--- config.mk ---
export PLATFORM = sky130hd
export DESIGN_NAME = srrb_ctrl
export DESIGN_NICKNAME = d
export VERILOG_FILES = /design/src/sv/srrb_pkg.sv /design/src/sv/srrb_ctrl.sv
export SDC_FILE = /design/constraint.sdc
export NUM_CORES = 1
export LEC_CHECK = 0
export BUFFER_PORTS_ARGS = -buffer_cell sky130_fd_sc_hd__buf_2
export CORE_MARGIN = 10
export CORE_UTILIZATION = 41
export CTS_BUF_LIST = sky130_fd_sc_hd__clkbuf_4 sky130_fd_sc_hd__clkbuf_8
export CTS_CLUSTER_SIZE = 20
export DETAILED_ROUTE_END_ITERATION = 16
export PLACE_DENSITY = 0.79
export REMOVE_ABC_BUFFERS = 1
export SYNTH_ARGS = -nofsm -noshare
export SYNTH_HDL_FRONTEND = slang
export SYNTH_SLANG_ARGS = --single-unit
--- constraint.sdc ---
create_clock -name i_clk -period 3.7 [get_ports i_clk]
set_input_delay 0.37 -clock i_clk [delete_from_list [all_inputs] [get_ports i_clk]]
set_output_delay 0.37 -clock i_clk [all_outputs]
set_load 0.01 [all_outputs]
--- src/sv/srrb_pkg.sv ---
`default_nettype none

package srrb_pkg;

    // default geometry
    localparam int SLOTS_DEF    = 16;
    localparam int SESSIONS_DEF = 1024;

    // field widths
    localparam int OP_W      = 2;
    localparam int SESSION_W = 10;
    localparam int SEQ_W     = 32;
    localparam int HANDLE_W  = 32;
    localparam int LENGTH_W  = 16;
    localparam int STATUS_W  = 3;

    typedef enum logic [OP_W-1:0] {
        OP_STORE = 2'd0,
        OP_GET   = 2'd1,
        OP_CLEAR = 2'd2,
        OP_NONE  = 2'd3
    } t_op;

    typedef enum logic [STATUS_W-1:0] {
        ST_STORED    = 3'd0,
        ST_DUPLICATE = 3'd1,
        ST_NODATA    = 3'd2,
        ST_TOONEW    = 3'd3,
        ST_TOOOLD    = 3'd4,
        ST_FOUND     = 3'd5
    } t_status;

    // which slot the entry memory reads
    typedef enum logic [1:0] {
        RD_HEAD   = 2'd0,
        RD_OLDEST = 2'd1,
        RD_NEXT   = 2'd2
    } t_rd_sel;

    // source of the returned sequence
    typedef enum logic [1:0] {
        SEQ_ZERO = 2'd0,
        SEQ_HEAD = 2'd1,
        SEQ_OLD  = 2'd2,
        SEQ_RD   = 2'd3
    } t_seq_sel;

    typedef struct packed {
        logic     cap;
        logic     quot_ld;
        logic     sess_ld;
        logic     ptr_rd;
        logic     init_wr;
        logic     clr_wr;
        logic     append;
        logic     slot_rd;
        t_rd_sel  rd_sel;
        logic     head_ld;
        logic     old_ld;
        logic     res_ld;
        t_status  res_status;
        t_seq_sel res_seq;
        logic     out_ld;
    } t_cmd;

    typedef struct packed {
        t_op  op;
        logic empty;
        logic seq_gt_rd;
        logic seq_lt_rd;
        logic seq_eq_rd;
        logic chk_is_head;
        logic init_last;
        logic out_free;
    } t_sts;

endpackage

`default_nettype wire

--- src/sv/srrb_ctrl.sv ---
`default_nettype none

module srrb_ctrl (
    input  logic              i_clk,
    input  logic              i_rst_n,
    input  logic              i_in_valid,
    output logic              o_in_ready,
    input  srrb_pkg::t_sts    i_sts,
    output srrb_pkg::t_cmd    o_cmd
);
    import srrb_pkg::*;

    typedef enum logic [9:0] {
        S_INIT  = 10'b00_0000_0001,
        S_IDLE  = 10'b00_0000_0010,
        S_MAP   = 10'b00_0000_0100,
        S_BASE  = 10'b00_0000_1000,
        S_PTR   = 10'b00_0001_0000,
        S_PTRW  = 10'b00_0010_0000,
        S_HEADW = 10'b00_0100_0000,
        S_OLDW  = 10'b00_1000_0000,
        S_SCAN  = 10'b01_0000_0000,
        S_RESP  = 10'b10_0000_0000
    } t_state;

    t_state r_state;
    t_state n_state;
    t_cmd   cmd;

    always_ff @(posedge i_clk) begin
        if (!i_rst_n) begin
            r_state <= S_INIT;
        end else begin
            r_state <= n_state;
        end
    end

    always_comb begin
        n_state = r_state;
        cmd     = '0;
        case (r_state)
            S_INIT: begin
                cmd.init_wr = 1'b1;
                if (i_sts.init_last) begin
                    n_state = S_IDLE;
                end
            end
            S_IDLE: begin
                if (i_in_valid) begin
                    cmd.cap = 1'b1;
                    n_state = S_MAP;
                end
            end
            S_MAP: begin
                cmd.quot_ld = 1'b1;
                n_state     = S_BASE;
            end
            S_BASE: begin
                cmd.sess_ld = 1'b1;
                n_state     = S_PTR;
            end
            S_PTR: begin
                cmd.ptr_rd = 1'b1;
                n_state    = S_PTRW;
            end
            S_PTRW: begin
                case (i_sts.op)
                    OP_STORE: begin
                        if (i_sts.empty) begin
                            cmd.append     = 1'b1;
                            cmd.res_ld     = 1'b1;
                            cmd.res_status = ST_STORED;
                            n_state        = S_RESP;
                        end else begin
                            cmd.slot_rd = 1'b1;
                            cmd.rd_sel  = RD_HEAD;
                            n_state     = S_HEADW;
                        end
                    end
                    OP_GET: begin
                        if (i_sts.empty) begin
                            cmd.res_ld     = 1'b1;
                            cmd.res_status = ST_NODATA;
                            n_state        = S_RESP;
                        end else begin
                            cmd.slot_rd = 1'b1;
                            cmd.rd_sel  = RD_HEAD;
                            n_state     = S_HEADW;
                        end
                    end
                    OP_CLEAR: begin
                        cmd.clr_wr     = 1'b1;
                        cmd.res_ld     = 1'b1;
                        cmd.res_status = ST_STORED;
                        n_state        = S_RESP;
                    end
                    default: begin
                        cmd.res_ld     = 1'b1;
                        cmd.res_status = ST_STORED;
                        n_state        = S_RESP;
                    end
                endcase
            end
            S_HEADW: begin
                cmd.head_ld = 1'b1;
                if (i_sts.op == OP_STORE) begin
                    cmd.res_ld = 1'b1;
                    n_state    = S_RESP;
                    if (!i_sts.seq_gt_rd) begin
                        cmd.res_status = ST_DUPLICATE;
                        cmd.res_seq    = SEQ_HEAD;
                    end else begin
                        cmd.append     = 1'b1;
                        cmd.res_status = ST_STORED;
                    end
                end else if (i_sts.seq_gt_rd) begin
                    cmd.res_ld     = 1'b1;
                    cmd.res_status = ST_TOONEW;
                    cmd.res_seq    = SEQ_HEAD;
                    n_state        = S_RESP;
                end else begin
                    cmd.slot_rd = 1'b1;
                    cmd.rd_sel  = RD_OLDEST;
                    n_state     = S_OLDW;
                end
            end
            S_OLDW: begin
                cmd.old_ld = 1'b1;
                if (i_sts.seq_lt_rd) begin
                    cmd.res_ld     = 1'b1;
                    cmd.res_status = ST_TOOOLD;
                    cmd.res_seq    = SEQ_OLD;
                    n_state        = S_RESP;
                end else if (i_sts.seq_eq_rd) begin
                    cmd.res_ld     = 1'b1;
                    cmd.res_status = ST_FOUND;
                    cmd.res_seq    = SEQ_RD;
                    n_state        = S_RESP;
                end else if (i_sts.chk_is_head) begin
                    cmd.res_ld     = 1'b1;
                    cmd.res_status = ST_TOONEW;
                    cmd.res_seq    = SEQ_HEAD;
                    n_state        = S_RESP;
                end else begin
                    cmd.slot_rd = 1'b1;
                    cmd.rd_sel  = RD_NEXT;
                    n_state     = S_SCAN;
                end
            end
            S_SCAN: begin
                if (i_sts.seq_eq_rd) begin
                    cmd.res_ld     = 1'b1;
                    cmd.res_status = ST_FOUND;
                    cmd.res_seq    = SEQ_RD;
                    n_state        = S_RESP;
                end else if (i_sts.seq_lt_rd) begin
                    // gap in the stored sequence
                    cmd.res_ld     = 1'b1;
                    cmd.res_status = ST_TOOOLD;
                    cmd.res_seq    = SEQ_OLD;
                    n_state        = S_RESP;
                end else if (i_sts.chk_is_head) begin
                    cmd.res_ld     = 1'b1;
                    cmd.res_status = ST_TOONEW;
                    cmd.res_seq    = SEQ_HEAD;
                    n_state        = S_RESP;
                end else begin
                    cmd.slot_rd = 1'b1;
                    cmd.rd_sel  = RD_NEXT;
                end
            end
            S_RESP: begin
                if (i_sts.out_free) begin
                    cmd.out_ld = 1'b1;
                    n_state    = S_IDLE;
                end
            end
            default: begin
                n_state = S_INIT;
            end
        endcase
    end

    assign o_cmd      = cmd;
    assign o_in_ready = (r_state == S_IDLE);

endmodule

`default_nettype wire

==> metrics.md, run 1 <==
| Metric | Value |
|---|---|
| Status | `finished clean` |
| Design area | `around 1000 µm²` |
| Sum Neg Setup Slack | `0 ns` |
| Biggest register | `r_state` |
| Die area | `4400 µm²` |
| DR WL/cell | `16.0 µm` |
| Die Wd | `66.3 µm` |
| Rows | `16` |
| Post-DR vias/cell | `~5.8` |
| H-tree Lvls | `1` |
| #FFs+latches synth | `10` |
| Synth unique cells | `47` |
| Largest family of logic cells by synthesized area | `simple AND/OR/NAND/NOR gates` |
| Final HPWL DP | `2140 µm` |
| Worst-Margin Slew | `0.838 ns` |
| Clk Latency, worst-skew pair | `0.27 ns` |
| Fin. Hold Viols | `0` |
| Routability Congestion | `0.851` |
| Slew Viols, Final | `0` |
| Share of the synthesized area in the top cell type | `22.8%` |
| Clock sink count | `10` |
| Yosys top cell by area | `dfxtp_1` |
| Grt ovf | `0` |
| Fill cells | `between 200 and 250` |
| Core area | `between 2000 and 2500 µm²` |
| DRT iter0 DRCs | `52` |
| Num ports | `32` |
| Worst EP arrival | `about 2.3 ns` |
| Inst Count DP | `161` |
| Root Driver | `clkbuf_4` |
| Startpoint Class | `flop` |
| DR top layer | `met4` |
| Vias | `approximately 950` |
| Post-synthesis adder-cell area fraction | `4.27%` |
| Vias in the first global route | `898` |
| Wire length on met2 | `1130 µm` |
| Number of synthesized flops with an enable pin | `0` |
| VDD IR-drop max | `roughly 0.24 mV` |
| Post-Syn Area | `880 µm²` |
| Setup crit end kind | `output port` |
| Final Power | `406 µW` |
| Clock Path Buffers | `2` |
| Largest net degree at the start of global routing | `11` |
| Worst Hold Class | `in -> reg` |
| Simple-Gate Fraction of Synth Area | `40.8%` |
| GRT Total Usage | `a little under an eighth` |
| Clk slew on worst S/H paths | `approximately 0.06 ns` |
| Initial antenna violation count | `0` |
| Number of max-cap violations | `0` |
| Sw Pwr | `168 µW` |
| Post-synthesis mux area share | `0%` |
| Layout overhead on the synthesized area | `19.1%` |
| TritonRoute pass-1 iters | `4` |
| Top post-synthesis cells by count | `nor2_1, inv_1, dfxtp_1, nand2_1, nor3_1` |
| XOR/XNOR share of the synthesized area | `1.99%` |
| Compound-Gate Fraction of Synth Area | `20.5%` |
| Syn avg cell area | `8.07 µm²` |
| Finished Layout Cells | `164` |
| Fmax | `373 MHz` |
| Fin Clk Skew | `0.000712 ns` |
| Routed WL | `around 2600 µm` |
| PwrDens | `387 nW/µm²` |
| DR WL met3 | `321 µm` |
| Synth top area cells | `dfxtp_1, nor2_1, inv_1` |
| Final ANT Viol Nets | `0` |
| Post-synth ARST share | `0%` |
| CP Class | `reg -> out` |
| RSZ-0062 raised after global routing | `no` |
| Met1 Routed Length | `approximately 1100 µm` |
| CP max FO | `9` |
| Area occupied by multi-input gates | `a little under 600 µm²` |
| Fin crit period | `about 2.7 ns` |
| Max reg flops | `10` |
| CP required | `3.33 ns` |
| Flop pwr share | `36.3%` |
| Hold-fix buffers, CTS | `0` |
| Max-slew headroom | `43.4%` |
| Seq/Total Area, Yosys | `22.8%` |
| CTS tree | `done` |
| Initial Utilization | `a little over two fifths` |
| Mapped Cells | `about 110` |
| Internal power | `237 µW` |
| Final Cycle Share | `72.6%` |
| Setup bufs post-CTS | `0` |
| Layout cells sized above 1 | `32.1%` |
| Ys flop type | `dfxtp_1` |
| Inserted Diodes | `0` |
| CTS resizes | `0` |
| First-pass GRT wire length | `4130 µm` |
| Count leader, synth | `nor2_1` |
| # nets final | `154` |
| Clk pwr share | `between 10% and 20%` |
| Post-route DRC | `0` |
| Sw Share | `41.5%` |
| Placed cell areas | `1020 µm²` |
| Register Area | `200 µm²` |
| LEAKAGE | `0.530 nW` |
| Syn. warnings | `0` |
| Input/output buffers | `31` |
| CTS buffer count | `3` |
| Comb power frac | `45.1%` |
| Setup Viol. Count Final | `0` |
| Chip Height | `66.3 µm` |
| Largest regs | `r_state x10` |
-- placed cells by master, fill, tap and decap left out, types with 2 or more instances in the layout --
cell type  instances
a211oi_1           2
a221oi_1           2
a32o_1             2
and2_1             2
and3_1             2
buf_2             31
clkbuf_4           3
dfxtp_1           10
ha_1               3
inv_1             11
nand2_1            5
nand2b_1           2
nand3_1            3
nand4_1            2
nand4b_1           2
nor2_1            12
nor2b_1            2
nor3_1             5
nor4_1             4
nor4b_1            4
o21ai_0            2
o22a_1             2
or4_4              2
-- power by group through the flow --
stage	Clock, mW	Combinational [mW]	Sequential [mW]
floorplan	0	0.132	0.142
global placement	0	0.178	0.145
detailed placement	0	0.180	0.149
CTS	0.0747	0.181	0.147
global route	0.0866	0.205	0.151
finish	0.0755	0.183	0.147
-- cell families (layout without fill, tap and decap cells) --
kind of cell / count (synthesis) / after routing
flip-flops: 10 / 10
buffers and inverters: 17 / 45
AND/OR/NAND/NOR: 56 / 56
AO/OA/AOI/OAI: 21 / 21
XOR/XNOR: 2 / 2
adder cells (fa/ha/maj): 3 / 3
-- cell type report --
class | instances | share of cell area, %
clock buffers | 3 | 2.15
inverters | 11 | 3.94
multi-input cells | 82 | 56.8
flip-flops and latches | 10 | 19.1
well taps | 27 | 3.23
repair buffers | 31 | 14.8
-- worst paths after layout --
kind,cells past startpoint,from,slack (ns),to
min,2,i_rst_n,0.35,r_state[8]$_SDFFE_PN0P_
max,5,r_state[0]$_SDFFE_PN1P_,1.02,o_cmd[11]
min reg2reg,2,r_state[2]$_SDFFE_PN0P_,0.59,r_state[3]$_SDFFE_PN0P_
max reg2reg,4,r_state[0]$_SDFFE_PN1P_,1.59,r_state[0]$_SDFFE_PN1P_
-- critical path, stage by stage, from the launching register on --
cell      delay (ns)
dfxtp_1         0.39
or4_4           0.58
or2_1           0.32
or4_4           0.51
nand3b_1        0.10
buf_2           0.13
-- routing by layer --
layer,up-vias,GRT usage [%]
met5,-,0
met4,0,5.76
met3,5,6.78
met2,39,18.1
met1,438,12.8
li1,471,-
-- per-stage QoR --
stage	hold WS, ns	util, %	setup slack, ns
2_1_floorplan	0.514	-	1.50
3_3_place_gp	0.563	51.2	1.38
3_5_place_dp	0.578	51.2	1.31
4_1_cts	0.352	52.3	1.02
5_1_grt	0.348	52.3	0.909
6_report	0.349	52.3	1.02
(Power assumes the default switching activity.)
==> run 2: changes to the inputs <==
--- a/config.mk
+++ b/config.mk
@@ -11,7 +11,7 @@
 export CTS_BUF_LIST = sky130_fd_sc_hd__clkbuf_4 sky130_fd_sc_hd__clkbuf_8
 export CTS_CLUSTER_SIZE = 20
 export DETAILED_ROUTE_END_ITERATION = 16
-export PLACE_DENSITY = 0.79
+export PLACE_DENSITY = 0.82
 export REMOVE_ABC_BUFFERS = 1
 export SYNTH_ARGS = -nofsm -noshare
 export SYNTH_HDL_FRONTEND = slang
==> constraint.sdc (replaced) <==
create_clock -name i_clk -period 2.3 [get_ports i_clk]
set_input_delay 0.23 -clock i_clk [delete_from_list [all_inputs] [get_ports i_clk]]
set_output_delay 0.23 -clock i_clk [all_outputs]
set_load 0.01 [all_outputs]
==> metrics.md, run 2 (same netlist as run 1, synthesis figures left out) <==
| Metric | Value |
|---|---|
| CP required | `2.07 ns` |
| Root Driver | `clkbuf_4` |
| Most Used Layer, Global Route | `met2` |
| Layout cells sized above 1 | `41.2%` |
| Finished Layout Cells | `between 150 and 200` |
| Pre-CTS setup slack | `between 0.15 and 0.2 ns` |
| Initial Utilization | `43.9%` |
| Clock sink count | `10` |
| Biggest register | `r_state` |
| Max reg flops | `10` |
| Most frequent cells in the layout | `buf_2, nor2_1, inv_1` |
| Vias in the first global route | `about 1100` |
| Fin crit period | `2.35 ns` |
| Largest net degree at the start of global routing | `10` |
| Met2 usage | `about a quarter` |
| Die Wd | `66.3 µm` |
| Utilization after layout | `58.3%` |
| TritonRoute pass-1 iters | `4` |
| Fill cells | `between 150 and 200` |
| Post-route setup slack | `-0.0531 ns` |
| Setup crit end kind | `output port` |
| Final Cycle Share | `102%` |
| Hold-fix buffers, CTS | `0` |
| DR WL/cell | `16.3 µm` |
| Worst EP arrival | `~2.1 ns` |
| Post-route DRC | `0` |
| Final Power | `770 µW` |
| Input/output buffers | `31` |
| Worst-Margin Slew | `0.468 ns` |
| Inst Count DP | `170` |
| Final HPWL DP | `2320 µm` |
| Fin Clk Skew | `0.000866 ns` |
| Fin. Hold Viols | `0` |
| Slew Viols, Final | `0` |
| Setup slack, reg-to-reg | `about 0.28 ns` |
| CTS buffer count | `3` |
| # nets final | `164` |
| Violated checks | `setup timing` |
| Chip Height | `~66 µm` |
| Max-slew headroom | `68.5%` |
| Number of max-cap violations | `0` |
| Met3 GRT Util | `approximately 4.6%` |
| CTS tree | `done` |
| Largest regs | `r_state x10` |
| Clk slew on worst S/H paths | `0.07 ns` |
| Clk Latency, worst-skew pair | `roughly 0.26 ns` |
| Worst Hold Class | `in -> reg` |
| Core area | `2000 µm²` |
| Met1 GRT Util | `~13%` |
| Initial antenna violation count | `0` |
| H-tree Lvls | `1` |
| Vias | `1031` |
| First-pass GRT wire length | `4750 µm` |
| Startpoint Class | `flop` |
| Post-DR vias/cell | `slightly below 6` |
| Grt ovf | `0` |
| Clock Path Buffers | `2` |
| Most common cell after layout, fill and taps aside | `buf_2` |
| Fmax | `about 420 MHz` |
| Layout overhead on the synthesized area | `32.7%` |
| RSZ-0062 raised after global routing | `yes` |
| LEAKAGE | `0.595 nW` |
| Final ANT Viol Nets | `0` |
| Die area | `4400 µm²` |
| CP max FO | `6` |
| Fin Hold WS | `roughly 0.22 ns` |
| CP Class | `reg -> out` |
| Num ports | `32` |
| DRT iter0 DRCs | `72` |
| PwrDens | `660 nW/µm²` |
| Inserted Diodes | `0` |
| Rows | `16` |
| Status | `finished with violations` |
| Routability Congestion | `between 0.9 and 1` |
| Setup Viol. Count Final | `1` |
| GRT Total Usage | `around an eighth` |
| Routed WL | `2860 µm` |
| VDD IR-drop max | `0.459 mV` |
run 2: final cells by class:
| type | instances | area [µm²] | share of cell area (%) |
|---|---|---|---|
| tap | 27 | 33.8 | 2.89 |
| clock buffer | 4 | 36.3 | 3.11 |
| timing repair buffer | 41 | 230 | 19.7 |
| sequential | 10 | 206 | 17.7 |
| multi-input combinational | 82 | 619 | 53.1 |
| inverter | 11 | 41.3 | 3.54 |
run 2: per-layer routing:
layer  vias up  wire length [µm]
li1        495                 -
met1       481              1140
met2        49              1410
met3         6               275
met4         0                35
met5         -                 0
run 2: through the flow:
stage | TNS, ns | area, µm²
final | -0.0531 | 1170
after detailed placement | 0 | 1090
after CTS | -0.0420 | 1150
after global placement | 0 | 1090
after floorplan | 0 | 836
after global routing | -0.130 | 1170
run 2: final timing paths:
check	start	cells after the start	to
max	r_state[8]$_SDFFE_PN0P_	5	o_cmd[11]
min	i_rst_n	2	r_state[8]$_SDFFE_PN0P_
max reg2reg	r_state[8]$_SDFFE_PN0P_	5	r_state[0]$_SDFFE_PN1P_
min reg2reg	r_state[2]$_SDFFE_PN0P_	2	r_state[3]$_SDFFE_PN0P_
run 2: where the power goes:
group | internal (mW) | switching, mW
clock network | 0.0961 | 0.0613
registers | 0.191 | 0.0112
logic | 0.187 | 0.223
run 2: critical path, cell delays in order, from the launching register on:
cell	delay, ns
dfxtp_2	0.36
or4_4	0.52
or2_1	0.26
or4_4	0.49
nand3b_1	0.10
buf_2	0.13
run 2: timing repair:
action,in CTS,in global routing
cloned,0,0
resized for setup,5,3
setup buffers,1,0
pin swaps,2,1
endpoints found under the setup margin,4,7
